<file path="config.mk">
export PLATFORM = sky130hd
export DESIGN_NAME = psar_core
export DESIGN_NICKNAME = d
export VERILOG_FILES = /design/src/rtl/psar_pkg.sv /design/src/rtl/psar_core.sv
export SDC_FILE = /design/constraint.sdc
export NUM_CORES = 1
export LEC_CHECK = 0
export BUFFER_PORTS_ARGS = -buffer_cell sky130_fd_sc_hd__buf_4
export CAP_MARGIN = 30
export CORE_UTILIZATION = 55
export CTS_CLUSTER_SIZE = 28
export DETAILED_ROUTE_END_ITERATION = 8
export PLACE_DENSITY = 0.78
export REMOVE_ABC_BUFFERS = 1
export SLEW_MARGIN = 5
export SYNTH_ARGS = -nofsm -noshare
export SYNTH_HDL_FRONTEND = slang
export SYNTH_SLANG_ARGS = --single-unit
export TNS_END_PERCENT = 20
</file>
<file path="constraint.sdc">
create_clock -name clock -period 3.46 [get_ports clock]
set_clock_uncertainty 0.05 [all_clocks]
set_input_delay 0 -clock clock [delete_from_list [all_inputs] [get_ports clock]]
set_output_delay 0 -clock clock [all_outputs]
set_load 0.01 [all_outputs]
</file>
<file path="src/rtl/psar_pkg.sv">
// -----------------------------------------------------------------------------
// psar_pkg: shared types, codes and helpers of the scroll address unit
// Holds the request codes, payload structs, address masks and the
// coarse X increment and fine/coarse Y increment functions.
// -----------------------------------------------------------------------------
`default_nettype none

package psar_pkg;

   localparam int ADDR_W  = 15;
   localparam int FETCH_W = 14;

   typedef enum logic [3:0] {
      ACT_CTRL_WR   = 4'd0,
      ACT_MASK_WR   = 4'd1,
      ACT_SCROLL_WR = 4'd2,
      ACT_ADDR_WR   = 4'd3,
      ACT_DATA_ACC  = 4'd4,
      ACT_STATUS_RD = 4'd5,
      ACT_VBL_START = 4'd6,
      ACT_VBL_END   = 4'd7,
      ACT_INC_X     = 4'd8,
      ACT_INC_Y     = 4'd9,
      ACT_COPY_X    = 4'd10,
      ACT_COPY_Y    = 4'd11
   } action_type;

   localparam logic [ADDR_W-1:0]  X_BITS         = 15'h041F;
   localparam logic [ADDR_W-1:0]  Y_BITS         = 15'h7BE0;
   localparam logic [ADDR_W-1:0]  CTRL_KEEP      = 15'h73FF;
   localparam logic [ADDR_W-1:0]  SCROLL1_KEEP   = 15'h7FE0;
   localparam logic [ADDR_W-1:0]  SCROLL2_KEEP   = 15'h0C1F;
   localparam logic [ADDR_W-1:0]  ADDR1_KEEP     = 15'h00FF;
   localparam logic [ADDR_W-1:0]  ADDR2_KEEP     = 15'h7F00;
   localparam logic [FETCH_W-1:0] NAME_BASE      = 14'h2000;
   localparam logic [FETCH_W-1:0] ATTR_BASE      = 14'h23C0;
   localparam logic [4:0]         COARSE_Y_LAST  = 5'd29;
   localparam logic [4:0]         COARSE_Y_MAX   = 5'd31;

   typedef struct packed {
      logic [3:0] action;
      logic [7:0] value;
   } req_item_type;

   typedef struct packed {
      logic [ADDR_W-1:0]  cur_address;
      logic [2:0]         fine_x;
      logic               toggle;
      logic               nmi_pulse;
      logic               vblank_status;
      logic [FETCH_W-1:0] name_fetch_address;
      logic [FETCH_W-1:0] attr_fetch_address;
   } rsp_item_type;

   function automatic logic [ADDR_W-1:0] bump_x(input logic [ADDR_W-1:0] v);
      logic [ADDR_W-1:0] r;
      r = v;
      if (v[4:0] == 5'h1F) begin
         r = v ^ X_BITS;
      end else begin
         r[4:0] = v[4:0] + 5'd1;
      end
      return r;
   endfunction

   function automatic logic [ADDR_W-1:0] bump_y(input logic [ADDR_W-1:0] v);
      logic [ADDR_W-1:0] r;
      logic [4:0]        cy;
      r  = v;
      cy = v[9:5];
      if (v[14:12] != 3'b111) begin
         r[14:12] = v[14:12] + 3'd1;
      end else begin
         r[14:12] = 3'b000;
         if (cy == COARSE_Y_LAST) begin
            r[9:5] = 5'd0;
            r[11]  = ~v[11];
         end else if (cy == COARSE_Y_MAX) begin
            r[9:5] = 5'd0;
         end else begin
            r[9:5] = cy + 5'd1;
         end
      end
      return r;
   endfunction

endpackage

`default_nettype wire

</file>
<file path="src/rtl/psar_core.sv">
// -----------------------------------------------------------------------------
// psar_core: scroll and address state
// Holds the current and temporary addresses, fine X, write toggle, control
// bits and vblank flags, and forms the result of each consumed request.
// -----------------------------------------------------------------------------
`default_nettype none

module psar_core
   import psar_pkg::*;
(
   input  wire logic         clock,
   input  wire logic         reset,
   input  wire logic         fire,
   input  wire req_item_type item,
   output rsp_item_type      result
);

   logic [ADDR_W-1:0] current_addr_ff, current_addr_in;
   logic [ADDR_W-1:0] temp_addr_ff, temp_addr_in;
   logic [2:0]        fine_x_ff, fine_x_in;
   logic              second_write_ff, second_write_in;
   logic              nmi_enable_ff, nmi_enable_in;
   logic              step_by_row_ff, step_by_row_in;
   logic              render_en_ff, render_en_in;
   logic              vblank_ff, vblank_in;
   logic              in_blank_ff, in_blank_in;
   logic              nmi;
   logic              vbl_out;
   logic [7:0]        val;

   assign val = item.value;

   always_comb begin
      current_addr_in = current_addr_ff;
      temp_addr_in    = temp_addr_ff;
      fine_x_in       = fine_x_ff;
      second_write_in = second_write_ff;
      nmi_enable_in   = nmi_enable_ff;
      step_by_row_in  = step_by_row_ff;
      render_en_in    = render_en_ff;
      vblank_in       = vblank_ff;
      in_blank_in     = in_blank_ff;
      nmi             = 1'b0;
      case (item.action)
         ACT_CTRL_WR: begin
            nmi_enable_in  = val[7];
            step_by_row_in = val[2];
            nmi            = val[7] && !nmi_enable_ff && vblank_ff;
            temp_addr_in   = (temp_addr_ff & CTRL_KEEP) | {3'b000, val[1:0], 10'd0};
         end
         ACT_MASK_WR: begin
            render_en_in = val[3] || val[4];
         end
         ACT_SCROLL_WR: begin
            if (!second_write_ff) begin
               fine_x_in    = val[2:0];
               temp_addr_in = (temp_addr_ff & SCROLL1_KEEP) | {10'd0, val[7:3]};
            end else begin
               temp_addr_in = (temp_addr_ff & SCROLL2_KEEP)
                            | {val[2:0], 2'b00, val[7:3], 5'd0};
            end
            second_write_in = !second_write_ff;
         end
         ACT_ADDR_WR: begin
            if (!second_write_ff) begin
               temp_addr_in = (temp_addr_ff & ADDR1_KEEP) | {1'b0, val[5:0], 8'd0};
            end else begin
               temp_addr_in    = (temp_addr_ff & ADDR2_KEEP) | {7'd0, val};
               current_addr_in = temp_addr_in;
            end
            second_write_in = !second_write_ff;
         end
         ACT_DATA_ACC: begin
            if (render_en_ff && !in_blank_ff) begin
               current_addr_in = bump_y(bump_x(current_addr_ff));
            end else if (step_by_row_ff) begin
               current_addr_in = current_addr_ff + 15'd32;
            end else begin
               current_addr_in = current_addr_ff + 15'd1;
            end
         end
         ACT_STATUS_RD: begin
            current_addr_in = current_addr_ff;
         end
         ACT_VBL_START: begin
            vblank_in   = 1'b1;
            in_blank_in = 1'b1;
            nmi         = nmi_enable_ff;
         end
         ACT_VBL_END: begin
            vblank_in   = 1'b0;
            in_blank_in = 1'b0;
         end
         ACT_INC_X: begin
            if (render_en_ff) begin
               current_addr_in = bump_x(current_addr_ff);
            end
         end
         ACT_INC_Y: begin
            if (render_en_ff) begin
               current_addr_in = bump_y(current_addr_ff);
            end
         end
         ACT_COPY_X: begin
            if (render_en_ff) begin
               current_addr_in = (current_addr_ff & ~X_BITS) | (temp_addr_ff & X_BITS);
            end
         end
         ACT_COPY_Y: begin
            if (render_en_ff) begin
               current_addr_in = (current_addr_ff & ~Y_BITS) | (temp_addr_ff & Y_BITS);
            end
         end
         default: begin
            nmi = 1'b0;
         end
      endcase

      vbl_out = vblank_in;
      if (item.action == ACT_STATUS_RD) begin
         vblank_in       = 1'b0;
         second_write_in = 1'b0;
      end
   end

   always_comb begin
      result.cur_address        = current_addr_in;
      result.fine_x             = fine_x_in;
      result.toggle             = second_write_in;
      result.nmi_pulse          = nmi;
      result.vblank_status      = vbl_out;
      result.name_fetch_address = NAME_BASE | {2'b00, current_addr_in[11:0]};
      result.attr_fetch_address = ATTR_BASE | {2'b00, current_addr_in[11:10], 4'd0,
                                                current_addr_in[9:7], current_addr_in[4:2]};
   end

   always_ff @(posedge clock) begin
      if (reset) begin
         current_addr_ff <= '0;
         temp_addr_ff    <= '0;
         fine_x_ff       <= '0;
         second_write_ff <= 1'b0;
         nmi_enable_ff   <= 1'b0;
         step_by_row_ff  <= 1'b0;
         render_en_ff    <= 1'b0;
         vblank_ff       <= 1'b1;
         in_blank_ff     <= 1'b0;
      end else if (fire) begin
         current_addr_ff <= current_addr_in;
         temp_addr_ff    <= temp_addr_in;
         fine_x_ff       <= fine_x_in;
         second_write_ff <= second_write_in;
         nmi_enable_ff   <= nmi_enable_in;
         step_by_row_ff  <= step_by_row_in;
         render_en_ff    <= render_en_in;
         vblank_ff       <= vblank_in;
         in_blank_ff     <= in_blank_in;
      end
   end

   // A status read always leaves the flag and the write toggle clear.
   a_status_clears: assert property (@(posedge clock) disable iff (reset)
      fire && item.action == ACT_STATUS_RD |=> !vblank_ff && !second_write_ff)
      else $error("status read did not clear vblank or toggle");

   a_nmi_source: assert property (@(posedge clock) disable iff (reset)
      fire && result.nmi_pulse |-> item.action == ACT_CTRL_WR
                                   || item.action == ACT_VBL_START)
      else $error("NMI raised by an unexpected request");

   a_vbl_end: assert property (@(posedge clock) disable iff (reset)
      fire && item.action == ACT_VBL_END |=> !vblank_ff && !in_blank_ff)
      else $error("vblank end left a flag set");

   a_hold_idle: assert property (@(posedge clock) disable iff (reset)
      !fire |=> $stable(current_addr_ff) && $stable(temp_addr_ff))
      else $error("address state changed without a request");

endmodule

`default_nettype wire

</file>
-- Yosys cells after proc, flatten, opt, wreduce, memory -nomap -nowiden
Cells that the tools add are included.
- reductions and logical operators: 15
- divide/modulo/power cells: 0
- order comparisons: 0
- bitwise operators: 10
- mux-type cells: 35
- eq/ne operators: 18
- shift-type cells: 0
- $mul: 0
- add/sub/neg operators: 7
- operator list (operator ; count):
    two-way mux 15 bit ; 8
    one-hot mux 15 bit (6 select lines) ; 1
    one-hot mux 15 bit (3 select lines) ; 1
    two-way mux 5 bit ; 7
    equality test 5 bit (second input constant) ; 5
    two-way mux 10 bit ; 2
    equality test 4 x 3 -> 1 bit (second input constant) ; 4
    equality test 4 bit (second input constant) ; 4
    adder 15 x 1 -> 15 bit (second input constant) ; 1
    adder 15 x 6 -> 15 bit (second input constant) ; 1
    adder 5 x 1 -> 5 bit (second input constant) ; 3
    bitwise OR 11 x 15 -> 15 bit ; 1
    bitwise OR 12 x 15 -> 15 bit ; 1
    bitwise OR 15 x 11 -> 15 bit ; 1
    bitwise OR 15 x 12 -> 15 bit ; 1
    bitwise OR 15 x 5 -> 15 bit ; 1
    bitwise OR 15 x 8 -> 15 bit ; 1
    bitwise OR 8 x 14 -> 14 bit ; 1
    two-way mux 3 bit ; 4
    two-way mux 11 bit ; 1
    equality test 4 x 2 -> 1 bit (second input constant) ; 2
    AND reduction 2 bit ; 4
    two-way mux 1 bit ; 7
    adder 3 x 1 -> 3 bit (second input constant) ; 2
    other kinds (13) ; 21
- output and inout bits: 49
- logic and storage cells: 94
- flip-flop bits (word level): 39
- bits in latches: 0
- memories kept: 0
- ROM bits: 0
- input port bits: 15
- RAM bits: 0

-- Longest topological paths before layout
- depth in word-level cells: 10
- depth in mapped cells: 10
- depth with buffers taken out: 9

-- Worst setup path after synthesis
OpenSTA, ideal clock, no wires.
- kind: register -> output
- start: register current_addr_ff[12]
- end: output result[39] in the netlist's numbering
- arrival: 2.134 ns
- slack: 1.276 ns
- cell stages (with the launch flop): 11
- cells stage by stage: dfxtp_1 > ha_1 > ha_1 > clkbuf_1 > nand2_1 > nor3b_1 > a21oi_1 > o311ai_0 > a21oi_1 > nor2_1 > buf_4
- RTL lines (item ; RTL line ; source):
    start, declared ; psar_core.sv:18 ; logic [ADDR_W-1:0] current_addr_ff, current_addr_in;
    start signal, assigned ; psar_core.sv:149 ; current_addr_ff <= current_addr_in;
    end, declared ; psar_core.sv:15 ; output rsp_item_type result

==> flow_metrics.tcl <==
set metrics [dict create \
    setup_viol 0 \
    drtIter0Drc 518 \
    grt_pass1_vias 3958 \
    synth_mux_area_frac 0.0398 \
    pre_cts_ws_ns 0.958 \
    slew_violations 0 \
    fin_nets 587 \
    period_needed_ns 2.92 \
    yosys.area_share.simple 0.269 \
    layout_commonest_cell "nor2_1" \
    grt_pass1_wl_um 20300 \
    cts_buffers 5 \
    cp-end-kind "primary output" \
    synth_area_leaders "dfxtp_1, nor2_1, a21oi_1, buf_4, nand2_1" \
    drive_gt1_frac 0.150 \
    synth-xor-area-share 0.0197 \
    min-delay-start "item[5]" \
    ys_seq_area_frac 0.195 \
    area_delta_synth_final_pct 6.39 \
    io_buffers 55 \
    die_w_um 87.2 \
    synth_seq_cells 39 \
    antenna_found_initial 0 \
    synth_compound_area_frac 0.318 \
    ioPinCount 64 \
    track_usage 0.344 \
    grt_overflow 0 \
    critPathMaxFanout 12 \
    max_clock_freq_mhz 343 \
    dp_hpwl_um 8890 \
    clock_path_buffers 2 \
    slew_headroom 0.373 \
    worst_ep_arrival_time_ns 2.87 \
    antenna_left 0 \
    htree_levels 2 \
    r2r_setup_slack_ns 0.85 \
    final.setup.tns_ns 0 \
    drc 0 \
    leakage_nw 1.58 \
    yosys.area_share.adder 0.0219 \
    worst_skew_pair.late_latency_ns 0.31 \
    via_per_inst 6.70 \
    core-area_sq_um 6910 \
    netlist_area_sq_um 3990 \
    power.density_nw_per_um2 296 \
    start_util 0.578 \
    critPathRequiredTime_ns 3.41 \
    fin_util 0.615 \
    startpoint_type "flip-flop" \
    finalHoldViolCount 0 \
    synth_top_area_share 0.195 \
    clkTransAtPathRegs_ns 0.09 \
    drt-wirelength-per-cell_um 19.1 \
    layout_common_cells "nor2_1, buf_4, nand2_1" \
    first_pass_iters 6 \
    min_period_over_period 0.843 \
    rows 30 \
    synth_top_family_by_area "compound AO/OA/AOI/OAI gates" \
    worstSetupPathType "reg2out" \
    rsz0062_at_grt "no" \
    post_cts_resized 0 \
    yosys.area.top_type "dfxtp_1" \
    rr_startpoint "current_addr_ff[12]" \
    max_slew.worst_pin.slew_ns 0.937 \
    crit_start "current_addr_ff[12]" \
    drt-total-wl_um 12700 \
    dieHeight_um 87.2 \
    gp_congestion 0.976 \
    synth_edf_count 0 \
    async_reset_ff_frac 0 \
    ir_drop_mv 0.210 \
    cts_tree "built" \
    clockRootBuffer "clkbuf_8" \
    synthCells 569 \
    cts_hold_repair.buffers 3 \
    timing.final.ws_setup_ns 0.543 \
    avgSynthCellArea_sq_um 7.02 \
    cts.sinks 39 \
    synth_cell_type_count 79 \
    die_area_sq_um 7610 \
    yosys_most_used_dff "dfxtp_1" \
    hold_class "in2reg" \
    cts_setup_buffers 0 \
    antennaDiodeCount 0 \
    max-cap-violations 0 \
    ys_warn_count 0 \
    grt_max_degree 41 \
    outcome "complete, no violations" \
    num_vias 4436 \
]
[cells in the mapped netlist, types with 5 or more instances]
| master | count |
|---|---|
| a211oi_1 | 9 |
| a21oi_1 | 49 |
| a221oi_1 | 12 |
| a22oi_1 | 8 |
| a31oi_1 | 9 |
| and3_1 | 5 |
| buf_2 | 18 |
| buf_4 | 32 |
| clkbuf_1 | 23 |
| dfxtp_1 | 39 |
| ha_1 | 7 |
| inv_1 | 16 |
| mux2i_1 | 8 |
| nand2_1 | 53 |
| nand2b_1 | 14 |
| nand3_1 | 23 |
| nor2_1 | 66 |
| nor3_1 | 18 |
| o211ai_1 | 7 |
| o21ai_0 | 30 |
| o22ai_1 | 5 |
| or3_1 | 6 |
| xnor2_1 | 8 |
[final timing paths]
kind | endpoint | depth (start not counted)
max reg2reg | current_addr_ff[5] | 8
min | flip-flop | 3
max | result[39] | 9
min reg2reg | fine_x_ff[0] | 2
[metal layers]
| metal | share of wire | vias up | track usage |
|---|---|---|---|
| met2 | 0.45 | 303 | 0.531 |
| met5 | 0 | - | 0 |
| met1 | 0.40 | 2035 | 0.465 |
| met4 | 0.040 | 0 | 0.152 |
| li1 | - | 2041 | - |
| met3 | 0.11 | 57 | 0.0673 |
[kinds of logic after synthesis]
logic type                 count (synthesis)
and+or+nand+nor                          217
AOI/OAI and AO/OA                        184
DFF                                       39
buffers and inverters                     96
muxes                                     15
xor gates and xnor gates                   9
adders and majority gates                  7
other                                      2
[power by group]
part	switching [mW]	internal [mW]
registers	0.0375	0.464
logic	0.208	0.146
clock network	0.188	0.215
[worst max-delay path, cell delays in order, from the launching register on]
cell	delay [ns]
dfxtp_1	0.48
ha_1	0.24
ha_1	0.42
nand2_1	0.19
nor3b_1	0.22
a21oi_1	0.08
o311ai_0	0.47
a21oi_1	0.13
nor2_1	0.18
buf_4	0.15
[final cells by class]
cell class              instances  area [sq um]
clock buffers                   5          68.8
clock inverters                 3          43.8
fillers                       691          2660
inverters                      17          63.8
multi-input cells             440          2700
flip-flops and latches         39           781
well taps                      96           120
repair buffers                 62           473
[through the flow]
stage                     cell area (sq um)  total power, mW  cells  hold slack, ns
after global routing                   4250             1.31    662          0.0272
after floorplan                        3540            0.685    496        0.000692
after CTS                              4250             1.25    662          0.0144
final                                  4250             1.26    662          0.0115
after detailed placement               4110            0.853    651           0.275
after global placement                 4110            0.846    651           0.272
Power figures use the tool's default switching activity.
